--- src/rtl/core/lcg_pkg.sv ---
package lcg_pkg;

    // Fixed field widths of the item words
    localparam int OP_W  = 2;
    localparam int ROW_W = 6;
    localparam int COL_W = 6;

    // Default grid size
    localparam int GRID_ROWS_DEF = 64;
    localparam int GRID_COLS_DEF = 64;

    // Operation codes
    localparam logic [OP_W-1:0] OP_FLIP    = 2'd0;
    localparam logic [OP_W-1:0] OP_ADVANCE = 2'd1;
    localparam logic [OP_W-1:0] OP_READ    = 2'd2;

    // B3/S23 neighbor counts
    localparam logic [3:0] BIRTH_CNT   = 4'd3;
    localparam logic [3:0] SURVIVE_CNT = 4'd2;

    // Command broadcast from the front end to every row cell
    typedef struct packed {
        logic             flip;
        logic             advance;
        logic [ROW_W-1:0] row;
        logic [ROW_W-1:0] sel_row;
    } t_cmd;

    // Next state of one cell from its own state and its eight neighbors
    function automatic logic lcg_rule(input logic self, input logic [7:0] nb);
        logic [3:0] cnt;
        cnt = 4'($countones(nb));
        return (cnt == BIRTH_CNT) || (self && (cnt == SURVIVE_CNT));
    endfunction

endpackage

--- src/rtl/core/lcg_cell.sv ---
module lcg_cell
    import lcg_pkg::*;
#(
    parameter int COLS = GRID_COLS_DEF,
    parameter int IDX  = 0
) (
    input  logic            i_clk,
    input  logic            i_rst_n,
    input  t_cmd            i_cmd,
    input  logic [COLS-1:0] i_col_hot,
    input  logic [COLS-1:0] i_sel_hot,
    input  logic [COLS-1:0] i_above,
    input  logic [COLS-1:0] i_below,
    output logic [COLS-1:0] o_row,
    output logic            o_tap
);

    logic [COLS-1:0] r_row;
    logic [COLS-1:0] n_row;
    logic [COLS-1:0] w_gen;
    logic [COLS+1:0] w_ext_a;
    logic [COLS+1:0] w_ext_s;
    logic [COLS+1:0] w_ext_b;
    logic            w_row_hit;
    logic            w_sel_hit;

    // Pad with dead cells past the left and right border
    assign w_ext_a = {1'b0, i_above, 1'b0};
    assign w_ext_s = {1'b0, r_row,   1'b0};
    assign w_ext_b = {1'b0, i_below, 1'b0};

    // Next generation, one column at a time
    always_comb begin
        for (int c = 0; c < COLS; c++) begin
            w_gen[c] = lcg_rule(w_ext_s[c+1],
                                {w_ext_a[c], w_ext_a[c+1], w_ext_a[c+2],
                                 w_ext_s[c],               w_ext_s[c+2],
                                 w_ext_b[c], w_ext_b[c+1], w_ext_b[c+2]});
        end
    end

    assign w_row_hit = (int'(i_cmd.row) == IDX);
    assign w_sel_hit = (int'(i_cmd.sel_row) == IDX);

    // Row update: generation step or single-cell flip
    always_comb begin
        n_row = r_row;
        if (i_cmd.advance) begin
            n_row = w_gen;
        end else if (i_cmd.flip && w_row_hit) begin
            n_row = r_row ^ i_col_hot;
        end
    end

    always_ff @(posedge i_clk) begin
        if (!i_rst_n) begin
            r_row <= '0;
        end else begin
            r_row <= n_row;
        end
    end

    // Contribution of this row to a pending read
    assign o_tap = w_sel_hit && |(r_row & i_sel_hot);
    assign o_row = r_row;

endmodule

--- config.mk ---
export PLATFORM = sky130hd
export DESIGN_NAME = lcg_cell
export DESIGN_NICKNAME = d
export VERILOG_FILES = /design/src/rtl/core/lcg_pkg.sv /design/src/rtl/core/lcg_cell.sv
export SDC_FILE = /design/constraint.sdc
export NUM_CORES = 1
export LEC_CHECK = 0
export BUFFER_PORTS_ARGS = -buffer_cell sky130_fd_sc_hd__buf_2
export CAP_MARGIN = 40
export CORE_ASPECT_RATIO = 0.6
export CORE_UTILIZATION = 40
export DETAILED_ROUTE_END_ITERATION = 12
export PLACE_DENSITY_LB_ADDON = 0.15
export REMOVE_ABC_BUFFERS = 1
export SLEW_MARGIN = 5
export SYNTH_ARGS = -nofsm -noshare
export SYNTH_HDL_FRONTEND = slang
export SYNTH_SLANG_ARGS = --single-unit
--- constraint.sdc ---
create_clock -name i_clk -period 3.35 [get_ports i_clk]
set_input_delay 0.5025 -clock i_clk [delete_from_list [all_inputs] [get_ports i_clk]]
set_output_delay 0.5025 -clock i_clk [all_outputs]
set_load 0.005 [all_outputs]
# Word level (Yosys, flattened, before mapping)
# Cells that the tools add are included.
[op_classes]
add_sub_neg = 440
n_eq_ne = 128
mux = 2
n_bitwise = 2
reduce_logical = 134
[ops]
columns = ["cell", "count"]
rows = [
  ["== test 4 x 2 -> 1 bit (second input constant)", 128],
  ["adder 1 x 1 -> 2 bit", 250],
  ["adder 2 x 2 -> 3 bit", 124],
  ["adder 3 x 3 -> 4 bit", 61],
  ["two-way mux 64 bit", 2],
  ["logical AND 1 bit", 66],
  ["bitwise AND 64 bit", 1],
  ["logical OR 1 bit", 64],
  ["OR reduction 64 bit", 1],
  ["XOR 64 bit", 1],
  ["zero test 6 bit", 2],
  ["adder 2 x 3 -> 4 bit", 1],
  ["adder 3 x 4 -> 4 bit", 1],
  ["adder 4 x 3 -> 4 bit", 1],
  ["adder 1 x 2 -> 3 bit", 1],
  ["adder 2 x 1 -> 3 bit", 1],
  ["nonzero test 2 bit", 1],
]
[totals]
regBits = 64
in_bits = 272

# Longest topological paths before layout
[logic_depth]
word_depth = 7
ltp_mapped = 11
mapped_depth_nobuf = 11

# Least setup slack after synthesis
# No wires, ideal clock.
[synth_path]
path_type = "input port to flip-flop"
start = "in i_above[33]"
end = "reg r_row[34], in the netlist o_row[34]"
arrival_time_ns = 2.921
path_slack_ns = 0.301
path_stages = 11
n_path_buf = 0
path_cell_list = "inv_1 fa_1 fa_1 fa_1 inv_1 ha_1 fa_1 nand3_1 o21ai_0 o2111ai_1 o21ai_1"
[synth_via]
elab_chain_len = 7
elab_cells_between_ends = 8
[synth_lines]
columns = ["element", "line", "text"]
rows = [
  ["start, declared", "lcg_cell.sv:12", "input logic [COLS-1:0] i_above,"],
  ["adder 1 x 1 -> 2 bit (implied by the code) *", "lcg_pkg.sv:32", "cnt = 4'($countones(nb));"],
  ["adder 2 x 2 -> 3 bit (implied by the code) *", "lcg_pkg.sv:32", ""],
  ["adder 3 x 3 -> 4 bit (implied by the code) *", "lcg_pkg.sv:32", ""],
  ["== test 4 x 2 -> 1 bit", "lcg_pkg.sv:33", "return (cnt == BIRTH_CNT) || (self && (cnt == SURVIVE_CNT));"],
  ["logical AND 1 bit", "lcg_pkg.sv:33", ""],
  ["logical OR 1 bit *", "lcg_pkg.sv:33", ""],
  ["two-way mux 64 bit *", "lcg_cell.sv:48", "if (i_cmd.advance) begin"],
  ["end signal, assigned", "lcg_cell.sv:59", "r_row <= n_row;"],
  ["end, declared", "lcg_cell.sv:18", "logic [COLS-1:0] r_row;"],
]
# Mark *: on every way between the ends. The rest lies on a longest branch, timed or not.
# A chain may end at the register's enable or synchronous reset.

# Final worst setup path
[layout_path]
start = "in i_above[54]"
end = "reg r_row[55], in the netlist o_row[55]"
# The elaborated chain is that of the path after synthesis.

==> metrics.cfg <==
[cts]
cts_sinks=64
clk_latency_ns=0.37
cts_tree=done
numCtsBuffers=9
htreeDepth=3
cts_resized=0
cts_setup_buffers=0
cts_root_buf=clkbuf_16
clkSlewWorstSetupHoldPaths_ns=0.07
cts_buffer_depth=2
cts-hold-fix-buffers=0

[yosys]
synthArstFlopShare_pct=0
synth-compound-area-share_pct=13.1
synth_edf_count=0
synth_fa_ha_area_share_pct=54.0
synth_warnings=0
ys.flop_type=dfxtp_1
synth_top_area_share_pct=36.8
synth_simple_gate_area_share_pct=5.27
synth_area_per_cell_um2=9.40
netlist_instances=1458
ys_seq_elements=64
syn_area_mm2=0.0137
synthMuxAreaShare_pct=0.146
synth_top_family_by_area=adder cells
yosysSeqAreaShare_pct=9.35
synth_cell_types=30
synthTopCellsByArea=fa_1 37%, ha_1 17%, inv_1 12%, dfxtp_1 9.4%, o2111ai_1 3.8%
synth-xor-area-share_pct=5.06
yosysTopAreaCell=fa_1

[timing]
clock.fmax_ghz=0.338
tightest_slew_ns=0.646
fin_ws_ns=0.388
finalHoldViolations=0
slew_headroom_pct=56.9
period_needed_ns=2.96
fin_skew_ns=0.0115
rsz0062_at_grt=no
setup_viol=0
finalCritPeriodShare_pct=88.4
maxSlewViolCount=0
worst_hold_slack_ns=0.447

[critical_path]
crit_path_max_incr_delay_ns=0.56
ff2ff_path_depth=10
r2r_slack_ns=0.53
required_ns=3.64
worstPathArrival_ns=3.26
crit_chain=buf_2 -> inv_1 -> fa_1 -> fa_1 -> fa_1 -> inv_1 -> ha_1 -> fa_1 -> o21ai_0 -> o2111ai_1 -> o21ai_1
critical_path.max_fanout=2
crit_slowest_cell=fa_1
worst_path_most_repeated_cell=fa_1
crit_buf_inv=3
criticalPathCategory=input pin to flop
critPathCaptureType=flop
critical_path.top_delay_family=adder cells
r2r_end=o_row[53]
start_kind=input pin
r2r_start=o_row[52]
worstSetupStartpoint=i_above[54]

[drt]
avgViaCountPerCell=4.82
avgRoutedWirePerCell_um=17.7
vias=11200
ant_nets=0
first_pass_iters=5
drt-total-wl_um=41200
drtIter0Drc=406
drc=0

[placed_design]
post-place-ws_ns=0.0240
dp_hpwl_um=36100
io_buffers=336
gp_congestion=0.873

[floorplan]
die_area_mm2=0.0350
core_area_mm2=0.0337
die_w_um=241
ioPinCount=337
row_count=52
die_h_um=145
initial_core_util_pct=40.7

[grt]
grt_pass1_wl_um=64800
antenna_found_initial=9
grt-ovfl-total=0
grt_max_degree=47
grt_usage_pct=24.6
grt_pass1_vias=11900

[pwr]
powerDensity_mw_per_mm2=571
finalPower_mw=9.53
peakVddDrop_v=0.000286
total_leakage_power_nw=8.81

[min_path]
hp-class=input pin to flop
worstHoldStart=i_rst_n
min_path_cells=2
hold_end=o_row[63]

[finish]
syn_to_final_growth_pct=21.8
largest_register_ffs=64
nNetsFinal=2568
layout_commonest_cell=inv_1
drive_gt1_share_pct=25.0
layout_common_cells=446 x inv_1, 336 x buf_2, 252 x fa_1

[flow_run]
cap_violations=0

[status]
status=finished clean

-- cells by family (layout without fill, tap and decap cells) --
group / after synthesis / in the layout
buffers and inverters: 466 / 866
adders and majority gates: 440 / 440
AOI/OAI and AO/OA: 284 / 284
and+or+nand+nor: 140 / 140
DFF: 64 / 64
xor gates and xnor gates: 62 / 62
muxes: 2 / 2
other: 0 / 4
-- worst max-delay path by stage --
stage,slack [ns],cells past startpoint,to
3_3_place_gp,0.06,11,o_row[34]
3_5_place_dp,0.02,11,o_row[11]
2_1_floorplan,-0.23,5,o_row[32]
6_report,0.39,11,o_row[55]
5_1_grt,0.22,11,o_row[60]
4_1_cts,0.36,7,o_tap
-- routing by layer --
layer	GRT usage [%]	wire length (um)	vias up
li1	-	-	5468
met1	35.6	19900	5424
met4	5.85	692	2
met3	4.78	2300	34
met2	37.8	18300	269
met5	0	12	-
-- Yosys cell counts, drive strengths merged, types with 2 or more instances --
master   number
inv         446
nand3        60
a21oi        62
a2111oi       2
o2111ai      60
ha          188
dfxtp        64
o21ai       122
buf           6
a211oi        2
a22o         16
nand2b        3
mux2i         2
xnor2        62
o32ai         2
nor4          3
a221oi       18
nand2        62
clkbuf       14
fa          252
nor2b         4
nand4         4
-- where the power goes --
part	switching [mW]	internal [mW]	leakage, nW
sequential	0.367	1.01	0.520
combinational	4.02	3.18	8.16
clock	0.426	0.530	0.130
-- through the flow --
stage,utilization [%],cell area [um^2],cells,setup TNS (ns)
floorplan,-,13600,1438,-12.63
global placement,48.7,16400,2304,0
detailed placement,48.7,16400,2304,0
CTS,49.5,16700,2317,0
global route,49.5,16700,2321,0
finish,49.5,16700,2321,0
-- final cells by class --
cell class / instances / area, um^2
sequential: 64 / 1280
timing repair buffer: 407 / 2250
clock inverter: 1 / 5.00
multi-input combinational: 928 / 10600
tap: 459 / 574
antenna: 4 / 10.0
inverter: 446 / 1670
fill: 3356 / 17000
clock buffer: 12 / 256
No activity file was read; power rests on OpenSTA's default activity.
